==> config.mk <==
export PLATFORM = sky130hd
export DESIGN_NAME = ldpc_pingpong_sequencer_top
export DESIGN_NICKNAME = d
export VERILOG_FILES = /design/src/rtl/core/lps_pkg.sv /design/src/rtl/core/lps_ctrl.sv /design/src/rtl/core/ldpc_pingpong_sequencer_top.sv
export SDC_FILE = /design/constraint.sdc
export NUM_CORES = 1
export LEC_CHECK = 0
export ABC_AREA = 0
export BUFFER_PORTS_ARGS = -buffer_cell sky130_fd_sc_hd__buf_4
export CAP_MARGIN = 20
export CORE_UTILIZATION = 41
export CTS_BUF_LIST = sky130_fd_sc_hd__clkbuf_8 sky130_fd_sc_hd__clkbuf_16
export DETAILED_ROUTE_END_ITERATION = 16
export PLACE_DENSITY = 0.66
export SLEW_MARGIN = 20
export SYNTH_ARGS = -nofsm -noshare
export SYNTH_HDL_FRONTEND = slang
export SYNTH_SLANG_ARGS = --single-unit
==> constraint.sdc <==
create_clock -name clk -period 1.95 [get_ports clk]
set_clock_uncertainty 0.05 [all_clocks]
set_input_delay 0.0975 -clock clk [delete_from_list [all_inputs] [get_ports clk]]
set_output_delay 0.0975 -clock clk [all_outputs]
set_load 0.03 [all_outputs]
==> src/rtl/core/lps_pkg.sv <==
// Types and constants for the LDPC ping-pong sequencer.
// No dependencies; imported by every module of the block.
`timescale 1ns / 1ps

package lps_pkg;

    typedef enum logic [2:0] {
        ST_SELECT   = 3'd0,
        ST_INIT_ACC = 3'd1,
        ST_INIT_FIN = 3'd2,
        ST_BUF_RST  = 3'd3,
        ST_WAIT_FULL = 3'd4,
        ST_SWAP_ACK = 3'd5,
        ST_DEC_ACC  = 3'd6
    } lps_step_t;

    localparam logic [1:0] PHASE_IDLE = 2'd0;
    localparam logic [1:0] PHASE_INIT = 2'd1;
    localparam logic [1:0] PHASE_RUN  = 2'd2;

    localparam logic [1:0] ERR_NONE    = 2'd0;
    localparam logic [1:0] ERR_OVERRUN = 2'd1;
    localparam logic [1:0] ERR_SELECT  = 2'd2;

    localparam logic [1:0] BLOCK_MIN = 2'd1;
    localparam logic [1:0] BLOCK_MAX = 2'd2;
    localparam logic [1:0] RATE_NONE = 2'd0;

    localparam int OUT_COUNT_WIDTH = 16;

    typedef struct packed {
        logic buf_start;
        logic swap;
        logic buf_clr;
        logic pingpong;
        logic dec_go;
        logic init_owner;
        logic init_go;
    } lps_flags_t;

    typedef struct packed {
        lps_step_t  step;
        logic [1:0] phase;
        logic [1:0] block;
        logic [1:0] rate;
        lps_flags_t flags;
        logic [1:0] err;
    } lps_state_t;

    typedef struct packed {
        logic enable;
        logic init_accepted;
        logic init_finished;
        logic buffer_acknowledged;
        logic buffer_full;
        logic decode_finished;
        logic decode_accepted;
    } lps_hs_t;

endpackage

==> src/rtl/core/lps_ctrl.sv <==
// Next-state logic of the sequencer: one step of the control machine per transfer.
// Depends on lps_pkg for the state, flag and handshake types.
`timescale 1ns / 1ps

module lps_ctrl
    import lps_pkg::*;
#(
    parameter int COUNT_WIDTH = 16
)
(
    input  lps_state_t             state,
    input  lps_hs_t                hs,
    input  logic [1:0]             block_sel,
    input  logic [1:0]             rate_sel,
    input  logic [COUNT_WIDTH-1:0] overrun_cnt,
    input  logic [COUNT_WIDTH-1:0] decoded_cnt,
    output lps_state_t             state_next,
    output logic [COUNT_WIDTH-1:0] overrun_cnt_next,
    output logic [COUNT_WIDTH-1:0] decoded_cnt_next
);

    logic sel_ok;

    assign sel_ok = (block_sel == BLOCK_MIN || block_sel == BLOCK_MAX) &&
                    (rate_sel != RATE_NONE);

    always_comb
    begin
        state_next       = state;
        overrun_cnt_next = overrun_cnt;
        decoded_cnt_next = decoded_cnt;
        if (!hs.enable)
        begin
            state_next.step  = ST_SELECT;
            state_next.phase = PHASE_IDLE;
            state_next.block = 2'd0;
            state_next.rate  = 2'd0;
            state_next.flags = '0;
            state_next.err   = ERR_NONE;
        end
        else
        begin
            case (state.step)
                ST_SELECT:
                begin
                    if (sel_ok)
                    begin
                        state_next.phase            = PHASE_INIT;
                        state_next.flags.init_owner = 1'b1;
                        state_next.flags.init_go    = 1'b1;
                        state_next.block            = block_sel;
                        state_next.rate             = rate_sel;
                        state_next.step             = ST_INIT_ACC;
                    end
                    else
                    begin
                        state_next.err = ERR_SELECT;
                    end
                end
                ST_INIT_ACC:
                begin
                    if (hs.init_accepted)
                    begin
                        state_next.flags.init_go = 1'b0;
                        state_next.step          = ST_INIT_FIN;
                    end
                end
                ST_INIT_FIN:
                begin
                    if (hs.init_finished)
                    begin
                        state_next.flags.init_owner = 1'b0;
                        state_next.flags.pingpong   = 1'b0;
                        state_next.flags.buf_start  = 1'b1;
                        state_next.flags.buf_clr    = 1'b1;
                        state_next.step             = ST_BUF_RST;
                    end
                end
                ST_BUF_RST:
                begin
                    if (hs.buffer_acknowledged)
                    begin
                        state_next.flags.buf_clr = 1'b0;
                        state_next.phase         = PHASE_RUN;
                        state_next.step          = ST_WAIT_FULL;
                    end
                end
                ST_WAIT_FULL:
                begin
                    if (hs.buffer_full)
                    begin
                        if (hs.decode_finished)
                        begin
                            decoded_cnt_next = decoded_cnt + 1'b1;
                        end
                        else
                        begin
                            overrun_cnt_next = overrun_cnt + 1'b1;
                            state_next.err   = ERR_OVERRUN;
                        end
                        state_next.flags.pingpong = ~state.flags.pingpong;
                        state_next.flags.swap     = 1'b1;
                        state_next.step           = ST_SWAP_ACK;
                    end
                end
                ST_SWAP_ACK:
                begin
                    if (hs.buffer_acknowledged)
                    begin
                        state_next.flags.dec_go = 1'b1;
                        state_next.step         = ST_DEC_ACC;
                    end
                end
                ST_DEC_ACC:
                begin
                    if (hs.decode_accepted)
                    begin
                        state_next.flags.dec_go = 1'b0;
                        state_next.step         = ST_WAIT_FULL;
                    end
                end
                default:
                begin
                    state_next = state;
                end
            endcase
        end
    end

endmodule

==> src/rtl/core/ldpc_pingpong_sequencer_top.sv <==
// LDPC ping-pong input sequencer.
// Each input transfer carries one clock's worth of sampled handshake signals
// (enable, selections and the initializer, buffer and decoder acknowledges).
// Each accepted input transfer yields exactly one output transfer that shows
// the sequencer's registered outputs after that update.
// The state registers double as the output register, so the result of a
// transfer is offered in the cycle after acceptance.
// One item per cycle is sustained while out_ready stays high, set by the
// single result slot: in_ready is high whenever the output slot is empty or
// is being taken in the same cycle. When the receiver stalls, the output
// holds steady and in_ready drops until the pending result is taken.
// Reset clears the machine to idle, the flags and error code to zero, the
// decoded counter to zero and the overrun counter to all ones, with no
// result pending. The counters are COUNT_WIDTH bits, wrap, and are shown
// sign-extended or truncated to 16 bits.
// Depends on lps_pkg and lps_ctrl.
`timescale 1ns / 1ps

module ldpc_pingpong_sequencer_top
    import lps_pkg::*;
#(
    parameter int COUNT_WIDTH = 16
)
(
    input  logic               clk,
    input  logic               rst_n,
    input  logic               in_valid,
    output logic               in_ready,
    input  logic               enable,
    input  logic [1:0]         block_sel,
    input  logic [1:0]         rate_sel,
    input  logic               init_accepted,
    input  logic               init_finished,
    input  logic               buffer_acknowledged,
    input  logic               buffer_full,
    input  logic               decode_finished,
    input  logic               decode_accepted,
    output logic               out_valid,
    input  logic               out_ready,
    output logic [1:0]         latched_block,
    output logic [1:0]         latched_rate,
    output logic [1:0]         run_status,
    output logic [1:0]         error_code,
    output logic signed [15:0] overrun_count,
    output logic signed [15:0] decoded_count,
    output logic               init_go,
    output logic               init_owns_mux,
    output logic               decode_go,
    output logic               pingpong_select,
    output logic               buffer_clear,
    output logic [1:0]         buffer_flags
);

    lps_state_t             state_reg;
    lps_state_t             state_next;
    logic [COUNT_WIDTH-1:0] overrun_cnt_reg;
    logic [COUNT_WIDTH-1:0] overrun_cnt_next;
    logic [COUNT_WIDTH-1:0] decoded_cnt_reg;
    logic [COUNT_WIDTH-1:0] decoded_cnt_next;
    logic                   out_valid_reg;
    logic                   out_valid_next;
    logic                   in_xfer;
    lps_hs_t                hs;
    logic signed [31:0]     overrun_ext;
    logic signed [31:0]     decoded_ext;

    assign hs.enable              = enable;
    assign hs.init_accepted       = init_accepted;
    assign hs.init_finished       = init_finished;
    assign hs.buffer_acknowledged = buffer_acknowledged;
    assign hs.buffer_full         = buffer_full;
    assign hs.decode_finished     = decode_finished;
    assign hs.decode_accepted     = decode_accepted;

    lps_ctrl #(
        .COUNT_WIDTH (COUNT_WIDTH)
    ) u_ctrl (
        .state            (state_reg),
        .hs               (hs),
        .block_sel        (block_sel),
        .rate_sel         (rate_sel),
        .overrun_cnt      (overrun_cnt_reg),
        .decoded_cnt      (decoded_cnt_reg),
        .state_next       (state_next),
        .overrun_cnt_next (overrun_cnt_next),
        .decoded_cnt_next (decoded_cnt_next)
    );

    assign in_ready = !out_valid_reg || out_ready;
    assign in_xfer  = in_valid && in_ready;

    always_comb
    begin
        out_valid_next = out_valid_reg;
        if (in_xfer)
        begin
            out_valid_next = 1'b1;
        end
        else if (out_ready)
        begin
            out_valid_next = 1'b0;
        end
    end

    always_ff @(posedge clk or negedge rst_n)
    begin
        if (!rst_n)
        begin
            state_reg       <= '0;
            overrun_cnt_reg <= '1;
            decoded_cnt_reg <= '0;
            out_valid_reg   <= 1'b0;
        end
        else
        begin
            out_valid_reg <= out_valid_next;
            if (in_xfer)
            begin
                state_reg       <= state_next;
                overrun_cnt_reg <= overrun_cnt_next;
                decoded_cnt_reg <= decoded_cnt_next;
            end
        end
    end

    assign overrun_ext = 32'(signed'(overrun_cnt_reg));
    assign decoded_ext = 32'(signed'(decoded_cnt_reg));

    assign out_valid       = out_valid_reg;
    assign latched_block   = state_reg.block;
    assign latched_rate    = state_reg.rate;
    assign run_status      = state_reg.phase;
    assign error_code      = state_reg.err;
    assign overrun_count   = overrun_ext[OUT_COUNT_WIDTH-1:0];
    assign decoded_count   = decoded_ext[OUT_COUNT_WIDTH-1:0];
    assign init_go         = state_reg.flags.init_go;
    assign init_owns_mux   = state_reg.flags.init_owner;
    assign decode_go       = state_reg.flags.dec_go;
    assign pingpong_select = state_reg.flags.pingpong;
    assign buffer_clear    = state_reg.flags.buf_clr;
    assign buffer_flags    = {state_reg.flags.buf_start, state_reg.flags.swap};

endmodule

; Word level (Yosys, flattened, before mapping)
; Index checks and enable logic that the tools add are counted.
[word_totals]
output_inout_bits = 49
register_bits = 51
[op_classes]
reduce_logical = 21
add_sub_neg = 2
n_mux = 34
n_eq_ne = 31
bitwise_logic = 2
[op_table]
columns = cell, count
row1 = adder 16 x 1 -> 16 bit (second input constant), 2
row2 = inequality test 3 bit (second input constant), 8
row3 = AND reduction 4 bit, 6
row4 = inequality test 3 x 1 -> 1 bit (second input constant), 7
row5 = case mux 3 bit (7 select lines), 1
row6 = two-way mux 18 bit, 1
row7 = two-way mux 3 bit, 5
row8 = AND reduction 5 bit, 3
row9 = two-way mux 1 bit, 12
row10 = inequality test 2 x 1 -> 1 bit (second input constant), 6
row11 = two-way mux 2 bit, 5
row12 = case mux 1 bit (2 select lines), 5
row13 = equality test 3 bit (second input constant), 3
row14 = two-way mux 9 bit, 1
row15 = AND reduction 3 bit, 3
row16 = AND reduction 9 bit, 1
row17 = inequality test 8 x 1 -> 1 bit (second input constant), 1
row18 = case mux 2 bit (2 select lines), 2
row19 = equality test 3 x 2 -> 1 bit (second input constant), 2
row20 = two-way mux 5 bit, 1
row21 = two-way mux 4 bit, 1
row22 = nonzero test 2 bit, 2
row23 = equality test 3 x 1 -> 1 bit (second input constant), 1
row24 = zero test 3 bit, 1
row25 = 7 further kinds, 10

; Logic depth before layout (Yosys ltp)
[logic_depth]
ltp_word = 6
depth_mapped = 7

; Hierarchy
; A second synthesis with hierarchy kept.
[hier_totals]
cells_unflattened = 280
area_unflattened_um2 = 3300.7
[modules_own_cells]
columns = mod, cells_each, n_inst, area_per_inst_um2
row1 = ldpc_pingpong_sequencer_top, 119, 1, 2209.6
row2 = lps_ctrl, 161, 1, 1091.0

; Worst setup path after synthesis
; OpenSTA, ideal clock, no wires.
[synth_path]
path_type = register to register
start = register out_valid_reg (netlist: out_valid)
end = register decoded_cnt_reg[11] (netlist: decoded_count[11])
path_stages_with_launch = 8
setup_slack_ps = -130
synth_period_minus_slack_ps = 2080
t_arrival_ps = 1949
setup_time_ps = 80
path_cell_list = dfrtp_1 > nand2b_1 > buf_4 > nand4_4 > or4_4 > buf_6 > nor4_4 > xor2_1
[synth_between]
elab_chain_cells = 4
[synth_rtl]
columns = element, line_no
row1 = "start, declared", ldpc_pingpong_sequencer_top.sv:60  ; logic out_valid_reg;
row2 = "start signal, assigned", ldpc_pingpong_sequencer_top.sv:116  ; out_valid_reg <= out_valid_next;
row3 = zero test 1 bit, ldpc_pingpong_sequencer_top.sv:89  ; assign in_ready = !out_valid_reg || out_ready;
row4 = logical OR 1 bit, ldpc_pingpong_sequencer_top.sv:89
row5 = net in_ready, ldpc_pingpong_sequencer_top.sv:28  ; output logic in_ready,
row6 = logical AND 1 bit, ldpc_pingpong_sequencer_top.sv:90  ; assign in_xfer = in_valid && in_ready;
row7 = AND reduction 5 bit (no source line), --
row8 = "end signal, assigned", ldpc_pingpong_sequencer_top.sv:121  ; decoded_cnt_reg <= decoded_cnt_next;
row9 = "end, declared", ldpc_pingpong_sequencer_top.sv:58  ; logic [COUNT_WIDTH-1:0] decoded_cnt_reg;
; The timed path passes the listed nets, and every way through them passes these cells.
; A chain may end at the register's enable or synchronous reset.

; Worst setup path after layout
[layout_path]
start = register state_reg[16] in the netlist's numbering
end = register state_reg[16] in the netlist's numbering
[layout_between]
elab_chain_cells = 3
elab_cells_between_ends = 18
cone_classes = 14 x eq/ne / 2 x mux / 2 x reduce/logical
[layout_rtl]
columns = element, line_no
row1 = "start, declared", ldpc_pingpong_sequencer_top.sv:54  ; lps_state_t state_reg;
row2 = "start signal, assigned", ldpc_pingpong_sequencer_top.sv:119  ; state_reg <= state_next;
row3 = equality test 3 x 1 -> 1 bit (tied with other cells), lps_ctrl.sv:43  ; case (state.step)
row4 = inequality test 8 x 1 -> 1 bit (no source line) (tied with other cells), --
row5 = AND reduction 9 bit (no source line) / two-way mux 18 bit (equally long branches), --
; Parallel ways exist; a longest one is shown, timed or not.

==> metrics.csv <==
metric,value,unit
whs,0.03497,ns
hp-start,decode_finished,
path_buf_inv,1,
startpoint,state_reg[16]$_DFFE_PN0P_,
clk_latency,0.31,ns
yosysTopAreaCellShare,0.3227,
die_area,0.006949,sq mm
routed_wl,5896,um
fill_cells,590,
instances_no_fill,411,
io-pin-count,64,
clk_pin_slew_worst_paths,0.10,ns
synth_common_cells,"dfrtp_1, nand2_1, xor2_1, dfstp_2",
dpl.hpwl,4276,um
synth_nets,283,
layout_min_cycle_time,1.893,ns
relSlewSlack,0.5734,
post-route-util,0.5398,
grt_pass1_wl,9908,um
vdd_drop_max,605.5,uV
worst_setup_path_start_kind,flop,
status,"finished, final reports clean",
pwr-share-clk,0.215,
critical_path.top_delay_family,compound AO/OA/AOI/OAI gates,
yosys_warnings,0,
hold_violations,0,
yosys.cell_count.top_type,dfrtp_1,
cts_root_buf,clkbuf_8,
yosys.area.top_type,dfrtp_1,
synth_edf_count,0,
syn_area_per_cell,10.20,sq um
tritoncts,done,
hold-path-endpoint,overrun_count[3]$_DFFE_PN1P_,
fin_nets,350,
rr_endpoint,state_reg[16]$_DFFE_PN0P_,
coreArea,0.006386,sq mm
vias_per_cell,5.307,
synth.distinct_cells,54,
drtIter0Drc,125,
grt-ovfl-total,0,
dr_total_vias,2181,
rsz0062_at_grt,false,
internal-power,2.043,mW
postLayoutSetupSlackWorst,0.05673,ns
final_layout_size_suffix_gt1_frac,0.3413,
critPathArrivalTime,2.05,ns
syn_inst,266,
n_antenna_cell,0,
pre_cts_ws,0.04282,ns
die-height,83.36,um
switching_power,1.178,mW
setup_viol,0,
grt_usage,0.1770,
synth_seq_cells,51,
cp_slowest_cell,dfrtp_1,
worstSetupPathType,reg2reg,
cp_cell_sequence,"buf_4, and2_1, a211o_1, a221o_1, o21bai_1, a21o_1",
dp.cells,397,
crit_path_end_kind,flop,
p_sw_frac,0.3659,
cts_sinks,51,
cts.path.max_buffers,2,
setup-tns-final,0,ns
reg2reg_from,state_reg[16]$_DFFE_PN0P_,
cp_max_fo,16,
port_buffers,63,
tightest_slew,0.6399,ns
synth_area_leaders,"dfrtp_1, dfstp_2, xor2_1",
syn_area,0.002714,sq mm
slowest_delay,0.41,ns
antenna_found_initial,0,
synth_ff_type,dfrtp_1,
cts_buffers,5,
power.sequential.fraction,0.414,
wire_per_inst,14.35,um
initial_core_util,0.4250,
grt_max_degree,52,
fmax,528.2,MHz
ctsHtreeMaxLevel,2,
holdCritPathClass,in2reg,
p_comb_frac,0.371,
power_density,934.4,mW/mm^2
timing.final.crit_share,0.9709,
fp-row-count,29,
slew_violations,0,
r2r_slack,0.06,ns
grt_pass1_vias,2054,
ys_async_sr_fraction,1.000,
gp_congestion,0.8368,
required,2.11,ns
ys_seq_area_frac,0.4776,
p_leak,1.653,nW
die_x,83.36,um
cap_violations,0,
drc_errors,0,
first_pass_iters,4,
rr_worst_depth,6,
antenna_left,0,
min_path_cells,3,
area_delta_synth_final,27.02,%
==> repair_timing <==
action                                  CTS  global route
gates resized for setup                   0             7
endpoints found under the setup margin    0            18
hold endpoints to repair                 40             0
buffers inserted                          0             0
hold buffers                              6             0
==> cells by family (layout without fill, tap and decap cells) <==
family          count (synthesis)  in the layout  share of synthesized area
fa+ha+maj                       2              2                   0.009219
compound gates                 47             47                     0.1240
flops                          51             51                     0.4776
simple gates                  102            102                     0.2195
mux                             2              2                   0.007838
xor+xnor                       31             31                     0.1000
buf+inv                        31             99                    0.06178
==> cells in the final DEF (no fill, tap or decap), drive strengths merged, types with 4 or more instances in the layout <==
cell and count:
xnor2 14, dfstp 16, nand4 8, nor4 6, dlygate4sd3 6, a21oi 11, o21ai 7, clkbuf 6
nand3 12, buf 75, nand2 28, nor2 15, nand2b 4, dfrtp 35, nor3 13, inv 11
a22o 6, xor2 17
==> power groups by stage <==
| stage | clock network, mW | registers [mW] | logic (mW) |
|---|---|---|---|
| 6_report | 0.692 | 1.33 | 1.19 |
| 5_1_grt | 0.742 | 1.36 | 1.29 |
| 4_1_cts | 0.705 | 1.34 | 1.19 |
| 3_5_place_dp | 0 | 1.35 | 1.18 |
| 3_3_place_gp | 0 | 1.35 | 1.17 |
| 2_1_floorplan | 0 | 1.46 | 0.716 |
==> how the worst max path moves through the flow <==
stage | to | slack (ns) | depth (start not counted)
global route | state_reg[16]$_DFFE_PN0P_ | 0.002 | 6
detailed placement | overrun_count[15]$_DFFE_PN1P_ | 0.04 | 5
global placement | state_reg[16]$_DFFE_PN0P_ | 0.06 | 6
floorplan | decoded_count[11]$_DFFE_PN0P_ | -0.01 | 7
finish | state_reg[16]$_DFFE_PN0P_ | 0.06 | 6
CTS | overrun_count[15]$_DFFE_PN1P_ | 0.02 | 5
==> through the flow <==
| stage | cell area (sq um) | power (mW) |
|---|---|---|
| final | 3447 | 3.221 |
| after floorplan | 2730 | 2.175 |
| after global routing | 3447 | 3.393 |
| after global placement | 3267 | 2.520 |
| after detailed placement | 3267 | 2.533 |
| after CTS | 3428 | 3.232 |
==> area by class of cell <==
type / count / area [sq um] / area share
clock buffers: 6 / 93.84 / 0.02722
clock inverters: 2 / 7.507 / 0.002178
inverters: 10 / 37.54 / 0.01089
multi-input cells: 184 / 1274 / 0.3695
flip-flops and latches: 51 / 1299 / 0.3768
well taps: 77 / 96.34 / 0.02795
repair buffers: 81 / 639.4 / 0.1855
==> metal layers <==
metal  track usage  wire (um)  vias up
met3       0.03181        253        8
met2        0.2742       2769       65
met4       0.06583         70        0
met1        0.2476       2803     1035
li1              -          -     1073
met5             0          0        -
==> worst register-to-register path, cell delays in order (launching register included) <==
cell	delay, ns
dfrtp_1	0.41
buf_4	0.20
and2_1	0.18
a211o_1	0.26
a221o_1	0.35
o21bai_1	0.16
a21o_1	0.18
Note: power is estimated with default switching activity, not from simulation.
